<file path="src/rtl/ter_pkg.sv">
// ----------------------------------------------------------------------------
// ter_pkg
// Shared types and constants for the triangle edge rasterizer: transaction
// payloads, operation codes and the edge arithmetic widths.
// ----------------------------------------------------------------------------
package ter_pkg;

    // coordinate and derived widths
    localparam int C_COORD_BITS = 12;
    localparam int C_STEP_BITS  = C_COORD_BITS + 1;
    localparam int C_PROD_BITS  = 2 * C_COORD_BITS + 2;
    localparam int C_EDGE_BITS  = 2 * C_COORD_BITS + 4;
    localparam int C_COLOR_BITS = 32;
    localparam int C_NUM_EDGES  = 3;

    // operation codes
    localparam logic C_OP_START = 1'b0;
    localparam logic C_OP_STEP  = 1'b1;

    typedef logic [C_COORD_BITS-1:0]        t_coord;
    typedef logic signed [C_STEP_BITS-1:0]  t_step;
    typedef logic signed [C_PROD_BITS-1:0]  t_prod;
    typedef logic signed [C_EDGE_BITS-1:0]  t_edge;

    // input transaction
    typedef struct packed {
        logic                    op;
        t_coord                  vertex_ax;
        t_coord                  vertex_ay;
        t_coord                  vertex_bx;
        t_coord                  vertex_by;
        t_coord                  vertex_cx;
        t_coord                  vertex_cy;
        logic [C_COLOR_BITS-1:0] fill_color_in;
    } t_in_item;

    // output transaction
    typedef struct packed {
        t_coord                  pixel_x;
        t_coord                  pixel_y;
        logic                    covered;
        logic [C_COLOR_BITS-1:0] pixel_color;
        logic                    position_valid;
        logic                    last_in_box;
    } t_out_item;

endpackage

</file>
<file path="src/rtl/triangle_edge_rasterizer_top.sv">
// ----------------------------------------------------------------------------
// triangle_edge_rasterizer_top
// Half-space edge function rasterizer: a start transaction loads a triangle,
// each step transaction reports the next bounding box position and coverage.
//
//   channel | direction | handshake               | payload
//   --------+-----------+-------------------------+-----------
//   in      | input     | i_in_valid/o_in_stall   | t_in_item
//   out     | output    | o_out_valid/i_out_stall | t_out_item
//
// Steps may follow back to back while the input is not stalled; each
// yields one result in the cycle after acceptance. A start loads the
// triangle, then in the following cycle forms a seed for each triangle edge through
// the edge multipliers while the input is stalled. A start yields no result.
// Reset (synchronous, active low) drops any triangle and any pending result.
// A valid output register is held while i_out_stall is high; the input is then
// stalled as well.
// ----------------------------------------------------------------------------
module triangle_edge_rasterizer_top
    import ter_pkg::*;
(
    input  logic      i_clk,
    input  logic      i_rst_n,
    input  logic      i_in_valid,
    output logic      o_in_stall,
    input  t_in_item  i_in_data,
    output logic      o_out_valid,
    input  logic      i_out_stall,
    output t_out_item o_out_data
);

    // triangle state
    t_coord r_box_left,   n_box_left;
    t_coord r_box_right,  n_box_right;
    t_coord r_box_bottom, n_box_bottom;
    t_coord r_cursor_x,   n_cursor_x;
    t_coord r_cursor_y,   n_cursor_y;
    t_edge  r_row_edge   [C_NUM_EDGES];
    t_edge  n_row_edge   [C_NUM_EDGES];
    t_edge  r_pixel_edge [C_NUM_EDGES];
    t_edge  n_pixel_edge [C_NUM_EDGES];
    t_step  r_step_dx    [C_NUM_EDGES];
    t_step  n_step_dx    [C_NUM_EDGES];
    t_step  r_step_dy    [C_NUM_EDGES];
    t_step  n_step_dy    [C_NUM_EDGES];
    t_step  r_ofs_x      [C_NUM_EDGES];
    t_step  n_ofs_x      [C_NUM_EDGES];
    t_step  r_ofs_y      [C_NUM_EDGES];
    t_step  n_ofs_y      [C_NUM_EDGES];
    logic [C_COLOR_BITS-1:0] r_color, n_color;
    logic   r_busy, n_busy;
    logic   r_seed_pending, n_seed_pending;

    // output register
    logic      r_out_valid, n_out_valid;
    t_out_item r_out_data,  n_out_data;

    logic   w_in_acc;
    logic   w_start;
    logic   w_step;
    t_coord w_vx [C_NUM_EDGES];
    t_coord w_vy [C_NUM_EDGES];
    t_coord w_min_x, w_max_x, w_min_y, w_max_y;
    t_prod  w_prod_x [C_NUM_EDGES];
    t_prod  w_prod_y [C_NUM_EDGES];
    logic   w_cov;
    logic   w_row_end;
    logic   w_box_end;

    // handshake
    assign o_in_stall  = r_seed_pending || (r_out_valid && i_out_stall);
    assign w_in_acc    = i_in_valid && !o_in_stall;
    assign w_start     = w_in_acc && (i_in_data.op == C_OP_START);
    assign w_step      = w_in_acc && (i_in_data.op == C_OP_STEP);
    assign o_out_valid = r_out_valid;
    assign o_out_data  = r_out_data;

    // gather vertices per edge origin
    assign w_vx[0] = i_in_data.vertex_ax;
    assign w_vy[0] = i_in_data.vertex_ay;
    assign w_vx[1] = i_in_data.vertex_bx;
    assign w_vy[1] = i_in_data.vertex_by;
    assign w_vx[2] = i_in_data.vertex_cx;
    assign w_vy[2] = i_in_data.vertex_cy;

    // bounding box
    always_comb begin
        w_min_x = (w_vx[0] < w_vx[1]) ? w_vx[0] : w_vx[1];
        w_min_x = (w_min_x < w_vx[2]) ? w_min_x : w_vx[2];
        w_max_x = (w_vx[0] > w_vx[1]) ? w_vx[0] : w_vx[1];
        w_max_x = (w_max_x > w_vx[2]) ? w_max_x : w_vx[2];
        w_min_y = (w_vy[0] < w_vy[1]) ? w_vy[0] : w_vy[1];
        w_min_y = (w_min_y < w_vy[2]) ? w_min_y : w_vy[2];
        w_max_y = (w_vy[0] > w_vy[1]) ? w_vy[0] : w_vy[1];
        w_max_y = (w_max_y > w_vy[2]) ? w_max_y : w_vy[2];
    end

    // seed products from the registered deltas and corner offsets
    always_comb begin
        for (int i = 0; i < C_NUM_EDGES; i++) begin
            w_prod_x[i] = t_prod'(r_step_dx[i]) * t_prod'(r_ofs_y[i]);
            w_prod_y[i] = t_prod'(r_step_dy[i]) * t_prod'(r_ofs_x[i]);
        end
    end

    // coverage and traversal position
    assign w_cov = (r_pixel_edge[0] > 0) && (r_pixel_edge[1] > 0) && (r_pixel_edge[2] > 0);
    assign w_row_end = ({1'b0, r_cursor_x} + (C_COORD_BITS + 1)'(1)) >= {1'b0, r_box_right};
    assign w_box_end = w_row_end &&
                       (({1'b0, r_cursor_y} + (C_COORD_BITS + 1)'(1)) >= {1'b0, r_box_bottom});

    // next triangle state
    always_comb begin
        n_box_left     = r_box_left;
        n_box_right    = r_box_right;
        n_box_bottom   = r_box_bottom;
        n_cursor_x     = r_cursor_x;
        n_cursor_y     = r_cursor_y;
        n_row_edge     = r_row_edge;
        n_pixel_edge   = r_pixel_edge;
        n_step_dx      = r_step_dx;
        n_step_dy      = r_step_dy;
        n_ofs_x        = r_ofs_x;
        n_ofs_y        = r_ofs_y;
        n_color        = r_color;
        n_busy         = r_busy;
        n_seed_pending = 1'b0;

        if (w_start) begin
            // load box, deltas and corner offsets; seeds follow next cycle
            n_box_left   = w_min_x;
            n_box_right  = w_max_x;
            n_box_bottom = w_max_y;
            n_cursor_x   = w_min_x;
            n_cursor_y   = w_min_y;
            n_color      = i_in_data.fill_color_in;
            n_busy       = (w_min_x < w_max_x) && (w_min_y < w_max_y);
            for (int i = 0; i < C_NUM_EDGES; i++) begin
                n_step_dx[i] = $signed({1'b0, w_vx[(i + 1) % C_NUM_EDGES]})
                             - $signed({1'b0, w_vx[i]});
                n_step_dy[i] = $signed({1'b0, w_vy[(i + 1) % C_NUM_EDGES]})
                             - $signed({1'b0, w_vy[i]});
                n_ofs_x[i]   = $signed({1'b0, w_min_x}) - $signed({1'b0, w_vx[i]});
                n_ofs_y[i]   = $signed({1'b0, w_min_y}) - $signed({1'b0, w_vy[i]});
            end
            n_seed_pending = 1'b1;
        end else if (w_step && r_busy) begin
            // advance one column, or wrap to the next row
            if (w_row_end) begin
                for (int i = 0; i < C_NUM_EDGES; i++) begin
                    n_row_edge[i]   = r_row_edge[i] + C_EDGE_BITS'(r_step_dx[i]);
                    n_pixel_edge[i] = r_row_edge[i] + C_EDGE_BITS'(r_step_dx[i]);
                end
                n_cursor_x = r_box_left;
                n_cursor_y = r_cursor_y + t_coord'(1);
                n_busy     = !w_box_end;
            end else begin
                for (int i = 0; i < C_NUM_EDGES; i++) begin
                    n_pixel_edge[i] = r_pixel_edge[i] - C_EDGE_BITS'(r_step_dy[i]);
                end
                n_cursor_x = r_cursor_x + t_coord'(1);
            end
        end

        // write edge seeds at the box corner
        if (r_seed_pending) begin
            for (int i = 0; i < C_NUM_EDGES; i++) begin
                n_row_edge[i]   = C_EDGE_BITS'(w_prod_x[i]) - C_EDGE_BITS'(w_prod_y[i]);
                n_pixel_edge[i] = C_EDGE_BITS'(w_prod_x[i]) - C_EDGE_BITS'(w_prod_y[i]);
            end
        end
    end

    // next output transaction
    always_comb begin
        n_out_valid = r_out_valid && i_out_stall;
        n_out_data  = r_out_data;
        if (w_step) begin
            n_out_valid = 1'b1;
            if (r_busy) begin
                n_out_data.pixel_x        = r_cursor_x;
                n_out_data.pixel_y        = r_cursor_y;
                n_out_data.covered        = w_cov;
                n_out_data.pixel_color    = r_color;
                n_out_data.position_valid = 1'b1;
                n_out_data.last_in_box    = w_box_end;
            end else begin
                n_out_data.pixel_x        = '0;
                n_out_data.pixel_y        = '0;
                n_out_data.covered        = 1'b0;
                n_out_data.pixel_color    = '0;
                n_out_data.position_valid = 1'b0;
                n_out_data.last_in_box    = 1'b1;
            end
        end
    end

    // control registers
    always_ff @(posedge i_clk) begin
        if (!i_rst_n) begin
            r_busy         <= 1'b0;
            r_seed_pending <= 1'b0;
            r_out_valid    <= 1'b0;
        end else begin
            r_busy         <= n_busy;
            r_seed_pending <= n_seed_pending;
            r_out_valid    <= n_out_valid;
        end
    end

    // payload registers
    always_ff @(posedge i_clk) begin
        r_box_left   <= n_box_left;
        r_box_right  <= n_box_right;
        r_box_bottom <= n_box_bottom;
        r_cursor_x   <= n_cursor_x;
        r_cursor_y   <= n_cursor_y;
        r_row_edge   <= n_row_edge;
        r_pixel_edge <= n_pixel_edge;
        r_step_dx    <= n_step_dx;
        r_step_dy    <= n_step_dy;
        r_ofs_x      <= n_ofs_x;
        r_ofs_y      <= n_ofs_y;
        r_color      <= n_color;
        r_out_data   <= n_out_data;
    end

    // checks
    a_start_seeds: assert property (@(posedge i_clk) disable iff (!i_rst_n)
        w_start |=> r_seed_pending)
        else $error("start transaction did not schedule edge seeds");

    a_seed_stalls: assert property (@(posedge i_clk) disable iff (!i_rst_n)
        r_seed_pending |-> o_in_stall)
        else $error("input accepted while edge seeds pending");

    a_step_result: assert property (@(posedge i_clk) disable iff (!i_rst_n)
        w_step |=> o_out_valid)
        else $error("step transaction produced no result");

    a_empty_last: assert property (@(posedge i_clk) disable iff (!i_rst_n)
        (o_out_valid && !o_out_data.position_valid) |-> o_out_data.last_in_box)
        else $error("empty result not flagged as last in box");

endmodule
</file>
<file path="config.mk">
export PLATFORM = sky130hd
export DESIGN_NAME = triangle_edge_rasterizer_top
export DESIGN_NICKNAME = d
export VERILOG_FILES = /design/src/rtl/ter_pkg.sv /design/src/rtl/triangle_edge_rasterizer_top.sv
export SDC_FILE = /design/constraint.sdc
export NUM_CORES = 2
export LEC_CHECK = 0
export ABC_CLOCK_PERIOD_IN_PS = 15700
export BUFFER_PORTS_ARGS = -buffer_cell sky130_fd_sc_hd__buf_2
export CORE_MARGIN = 5
export CORE_UTILIZATION = 65
export DETAILED_ROUTE_END_ITERATION = 10
export PLACE_DENSITY = 0.82
export SYNTH_ARGS = -nofsm -noshare
export SYNTH_HDL_FRONTEND = slang
export SYNTH_SLANG_ARGS = --single-unit
export TNS_END_PERCENT = 100
</file>
<file path="constraint.sdc">
create_clock -name i_clk -period 15.7 [get_ports i_clk]
set_input_delay 1.57 -clock i_clk [delete_from_list [all_inputs] [get_ports i_clk]]
set_output_delay 1.57 -clock i_clk [all_outputs]
set_load 0.01 [all_outputs]
</file>
# --- After elaboration in Yosys (flattened, before gate mapping) ---
# Cells that the tools add are included.
classes:
  add_sub_neg: 25
  multipliers: 6
  order_cmp: 15
  eq_ne: 1
  muxes: 28
  bitwise: 1
  n_reduce_logical: 19
ops:
  columns: ["cell", "n"]
  rows:
  - ["2-to-1 mux 84 bit", 8]
  - ["2-to-1 mux 12 bit", 14]
  - ["multiplier 13 x 13 -> 26 bit", 6]
  - ["subtractor 12 x 12 -> 13 bit", 12]
  - ["adder 28 x 13 -> 28 bit", 3]
  - ["greater-than comparator 28 x 1 -> 1 bit (second input constant)", 3]
  - ["subtractor 28 x 13 -> 28 bit", 3]
  - ["subtractor 26 x 26 -> 27 bit", 3]
  - ["less-than comparator 12 bit", 6]
  - ["greater-than comparator 12 bit", 4]
  - ["adder 12 x 1 -> 13 bit (second input constant)", 2]
  - ["greater-or-equal comparator 13 x 12 -> 1 bit", 2]
  - ["adder 12 x 1 -> 12 bit (second input constant)", 2]
  - ["logical AND 1 bit", 9]
  - ["nonzero test 2 bit", 4]
  - ["2-to-1 mux 1 bit", 5]
  - ["AND reduction 2 bit", 2]
  - ["AND reduction 3 bit", 1]
  - ["zero test 1 bit", 2]
  - ["2-to-1 mux 2 bit", 1]
  - ["inequality test 2 bit (second input constant)", 1]
  - ["logical OR 1 bit", 1]
  - ["NOT 1 bit", 1]
totals:
  ff_bits: 478
  in_bits: 109
  out_inout_bits: 61
  elab_cells: 128

# --- Depth between registers and ports, before layout ---
depth:
  word_depth: 9
  ltp_mapped: 32

# --- Worst setup path before layout ---
# Ideal clock, no wire load.
synth_path:
  kind: "input to register"
  startpoint: "input port i_out_stall"
  endpoint: "register r_row_edge[0] (netlist name), enable pin"
  arrival_ns: 9.558
  t_required_ns: 15.056
  path_slack_ns: 5.498
  stages: 5
  cell_sequence: "and2_1 > nor2_1 > and3_1 > nand2_1 > o21ai_0"
synth_between:
  elab_chain_cells: 8
  elab_cells_between_ends: 10
synth_lines:
  columns: ["item", "line_no", "rtl"]
  rows:
  - ["from (decl)", "triangle_edge_rasterizer_top.sv:28", "input logic i_out_stall,"]
  - ["logical AND 1 bit", "triangle_edge_rasterizer_top.sv:71", "assign o_in_stall = r_seed_pending || (r_out_valid && i_out_stall);"]
  - ["logical OR 1 bit", "triangle_edge_rasterizer_top.sv:71", null]
  - ["zero test 1 bit", "triangle_edge_rasterizer_top.sv:72", "assign w_in_acc = i_in_valid && !o_in_stall;"]
  - ["logical AND 1 bit", "triangle_edge_rasterizer_top.sv:72", null]
  - ["logical AND 1 bit", "triangle_edge_rasterizer_top.sv:74", "assign w_step = w_in_acc && (i_in_data.op == C_OP_STEP);"]
  - ["net w_step", "triangle_edge_rasterizer_top.sv:60", "logic w_step;"]
  - ["logical AND 1 bit", "triangle_edge_rasterizer_top.sv:147", "end else if (w_step && r_busy) begin"]
  - ["nonzero test 2 bit (no source line)", null, null]
  - ["AND reduction 3 bit (no source line)", null, null]
  - ["to (signal assigned)", "triangle_edge_rasterizer_top.sv:218", "r_row_edge <= n_row_edge;"]
  - ["to (decl)", "triangle_edge_rasterizer_top.sv:38", "t_edge r_row_edge [C_NUM_EDGES];"]
# The timed path passes the listed nets, and every way through them passes these cells.
# A chain may end at the register's enable or synchronous reset.

# --- Final worst setup path ---
layout_path:
  startpoint: "input port i_in_data[81] (netlist name)"
  endpoint: "register r_ofs_y[38] (netlist name), data pin"
layout_between:
  elab_chain_cells: 5
layout_lines:
  columns: ["item", "line_no", "rtl"]
  rows:
  - ["from (decl)", "triangle_edge_rasterizer_top.sv:26", "input t_in_item i_in_data,"]
  - ["less-than comparator 12 bit", "triangle_edge_rasterizer_top.sv:92", "w_min_y = (w_vy[0] < w_vy[1]) ? w_vy[0] : w_vy[1];"]
  - ["2-to-1 mux 12 bit", "triangle_edge_rasterizer_top.sv:92", null]
  - ["less-than comparator 12 bit", "triangle_edge_rasterizer_top.sv:93", "w_min_y = (w_min_y < w_vy[2]) ? w_min_y : w_vy[2];"]
  - ["2-to-1 mux 12 bit", "triangle_edge_rasterizer_top.sv:93", null]
  - ["subtractor 12 x 12 -> 13 bit (*)", "triangle_edge_rasterizer_top.sv:144", "n_ofs_y[i] = $signed({1'b0, w_min_y}) - $signed({1'b0, w_vy[i]});"]
  - ["to (signal assigned)", "triangle_edge_rasterizer_top.sv:223", "r_ofs_y <= n_ofs_y;"]
  - ["to (decl)", "triangle_edge_rasterizer_top.sv:48", "t_step r_ofs_y [C_NUM_EDGES];"]
# Mark *: on every way between the ends. The rest lies on a longest branch, timed or not.

==> run summary <==
FP Rows = 125
Pin count of the biggest net entering global routing = 89
Reg2reg path depth = 23
Simple-gate portion of the synthesized area = 0.1358
Fin crit period = 8.414 ns
CTS tree = done
Worst Tran Pin Value = 1.179 ns
Number of max-cap violations = 0
CTS HTree Levels = 2
Core Box Area = 116,000 um^2
Layout Utilization = 0.6891
Setup Total Neg Slack = 0 ns
Clk sinks = 478
Synth Area in Compound Gates = 0.09839
Slew Limit Fails = 0
Post_cts resized = 0
CP peak stage delay = 0.70 ns
Initial antenna violation count = 43
Drt total wl = 211,100 um
Via count = 57,247
Worst-path maximum fanout = 24
Largest family of logic cells by synthesized area = adder cells
Hold WC Path Type = flip-flop to flip-flop
Cell count of the worst hold path = 1
Avg WL per Cell = 22.09 um
Sequential area share after synthesis = 0.1889
Post-synthesis adder-cell area fraction = 0.4361
Critical path type = primary input to flip-flop
Post-synth EDFFs = 475
Ys Warns = 0
Count of input and output buffers = 169
Multiplexer share of the synthesized area = 0.006302
Area growth, synth to finish = 5.444%
Element type at the critical path start = primary input
CP required = 16.18 ns
Overflow after GRT = 0
Worst skew pair latency = 0.65 ns
Die Area = 123,600 um^2
Post-CTS Hold Buffers = 0
Commonest non-fill, non-tap cell in the layout = inv_1
DRT Pass-1 Iters = 6
Die width = 351.6 um
Syn Std Cell Area = 75,840 um^2
Setup violators final = 0
Setup Skew = 0.03576 ns
Drt via density = 5.991
CP endpoint kind = flip-flop
Root buffer cell = clkbuf_16
Layout cells sized above 1 = 0.04661
Nets = 10,004
Mapped Avg Cell Area = 9.579 um^2
RSZ-0062 raised after global routing = no
Primary FF master, synth = edfxtp_1
Critical path's slowest cell = nor3_2
Clock transition at path regs = 0.07 ns
GRT Util Overall = 0.3469
Global-route wire length before repair = 330,300 um
Reg2reg setup slack = 7.60 ns
Worst slew margin = 0.2140
Gpl congestion = 1.035
Residual DRC = 0
Synth cell types = 90
Postcts setup bufs = 0
XOR/XNOR Fraction of Synth Area = 0.04227
Initial Utilization = 0.6535
Worst EP arrival = 8.89 ns
Highest Clock Rate = 118.9 MHz
Final ANT Viol Nets = 0
TritonCTS Buffers = 55
IO Pins = 170
Commonest non-fill, non-tap cells in the layout = inv_1 (1,628), fa_1 (1,179), ha_1 (757)
Syn_nets = 9,962
Final period utilization = 0.5359
Gate Count Post-Synth = 7,917
HPWL after DPL = 172,600 um
Final hold vios = 0
FFs w/ async S/R, synth = 0
Die Height = 351.6 um
Max Buffers Root-to-Sink = 3
Yosys reg bits = 478
Status = completed
Vias in the first global route = 60,311
DR iter-0 viols = 5,168
[registers in the layout (all words and copies together) (netlist names)]
register	cells
r_step_dx	39
o_out_data	59
r_ofs_x	39
r_box_right	12
r_box_bottom	12
r_ofs_y	39
r_step_dy	39
r_seed_pending	1
o_out_valid	1
r_busy	1
r_pixel_edge	84
r_cursor_y	12
r_color	32
r_cursor_x	12
r_box_left	12
r_row_edge	84
[critical path: cells and delay by family]
family	cells	cell delay, ns
buf+inv	3	0.39
compound gates	19	3.42
mux	1	0.64
simple gates	5	1.48
fa+ha+maj	4	1.35
[cells by family (layout without fill, tap and decap cells)]
logic type	Yosys count	in the layout
flip-flops	478	478
multiplexers	45	45
AND/OR/NAND/NOR	2059	2059
other	0	29
buffers and inverters	1863	1948
XOR/XNOR	366	366
AO/OA/AOI/OAI	1170	1170
adder cells (fa/ha/maj)	1936	1936
[final cells by class]
class | instances | area (um^2)
Clock buffer | 67 | 1464
Inverter | 1632 | 6126
Fill cell | 8606 | 36080
Sequential cell | 478 | 14330
Clock inverter | 33 | 317.8
Antenna cell | 29 | 72.57
Tap cell | 1524 | 1907
Multi-Input combinational cell | 5576 | 54550
Timing Repair Buffer | 216 | 1199
[synth_stat cells, types with 6 or more instances]
master / count / area, um^2
a21boi_0: 31 / 232.7
xnor2_1: 228 / 1997
nor4_1: 29 / 181.4
inv_1: 1629 / 6115
nand2_1: 684 / 2567
o211ai_1: 25 / 187.7
nor2_1: 317 / 1190
a31o_2: 6 / 52.55
nor3_1: 57 / 285.3
nand4_1: 31 / 193.9
and4_1: 8 / 70.07
mux2i_1: 23 / 230.2
a2bb2oi_1: 8 / 70.07
o2111ai_1: 7 / 61.31
nand3b_1: 6 / 45.04
a2111oi_0: 6 / 52.55
o221ai_1: 11 / 96.34
o21ai_1: 6 / 30.03
mux2_2: 22 / 247.7
nand3_1: 49 / 245.2
edfxtp_1: 475 / 14260
a21o_1: 172 / 1291
o21a_1: 70 / 525.5
buf_1: 14 / 52.55
xor2_1: 138 / 1209
a31oi_1: 21 / 131.4
or3_1: 31 / 193.9
o41ai_1: 7 / 61.31
nand2b_1: 54 / 337.8
o21bai_1: 35 / 262.8
a211oi_1: 41 / 307.8
nor2b_1: 87 / 544.3
a211o_1: 12 / 105.1
o31a_1: 7 / 61.31
ha_1: 757 / 9472
o311ai_0: 6 / 52.55
clkbuf_1: 214 / 803.3
or2_2: 12 / 75.07
o21ai_0: 330 / 1652
o31ai_1: 10 / 75.07
and3_1: 28 / 175.2
and2_1: 653 / 4085
a21oi_1: 295 / 1476
fa_1: 1179 / 23600
[stage by stage]
step,setup WS (ns),hold WS (ns),std cells,cell area [um^2]
after floorplan,5.498,0.4880,7917,75840
after global placement,6.871,0.5048,9426,78110
after detailed placement,6.784,0.5161,9426,78110
after CTS,7.459,0.5261,9526,79900
after global routing,6.713,0.5430,9528,79900
final,7.286,0.5231,9555,79970
[path summary, 6_finish.rpt]
check,start,to
hold / removal,r_color[29],o_out_data[31]
setup reg to reg,r_ofs_x[26],r_pixel_edge[80]
setup / recovery,i_in_data[81],r_ofs_y[38]
hold reg to reg,r_color[29],o_out_data[31]
[metal layers]
metal | vias to the layer above | share of wire | track usage
met3 | 600 | 0.12 | 0.09625
met4 | 22 | 0.049 | 0.1437
li1 | 25327 | - | -
met5 | - | 0.00072 | 0
met1 | 28350 | 0.37 | 0.4476
met2 | 2948 | 0.46 | 0.5580
Power is not shown: default switching activity piles up to over one toggle a cycle in this logic, so the estimate is an artifact.
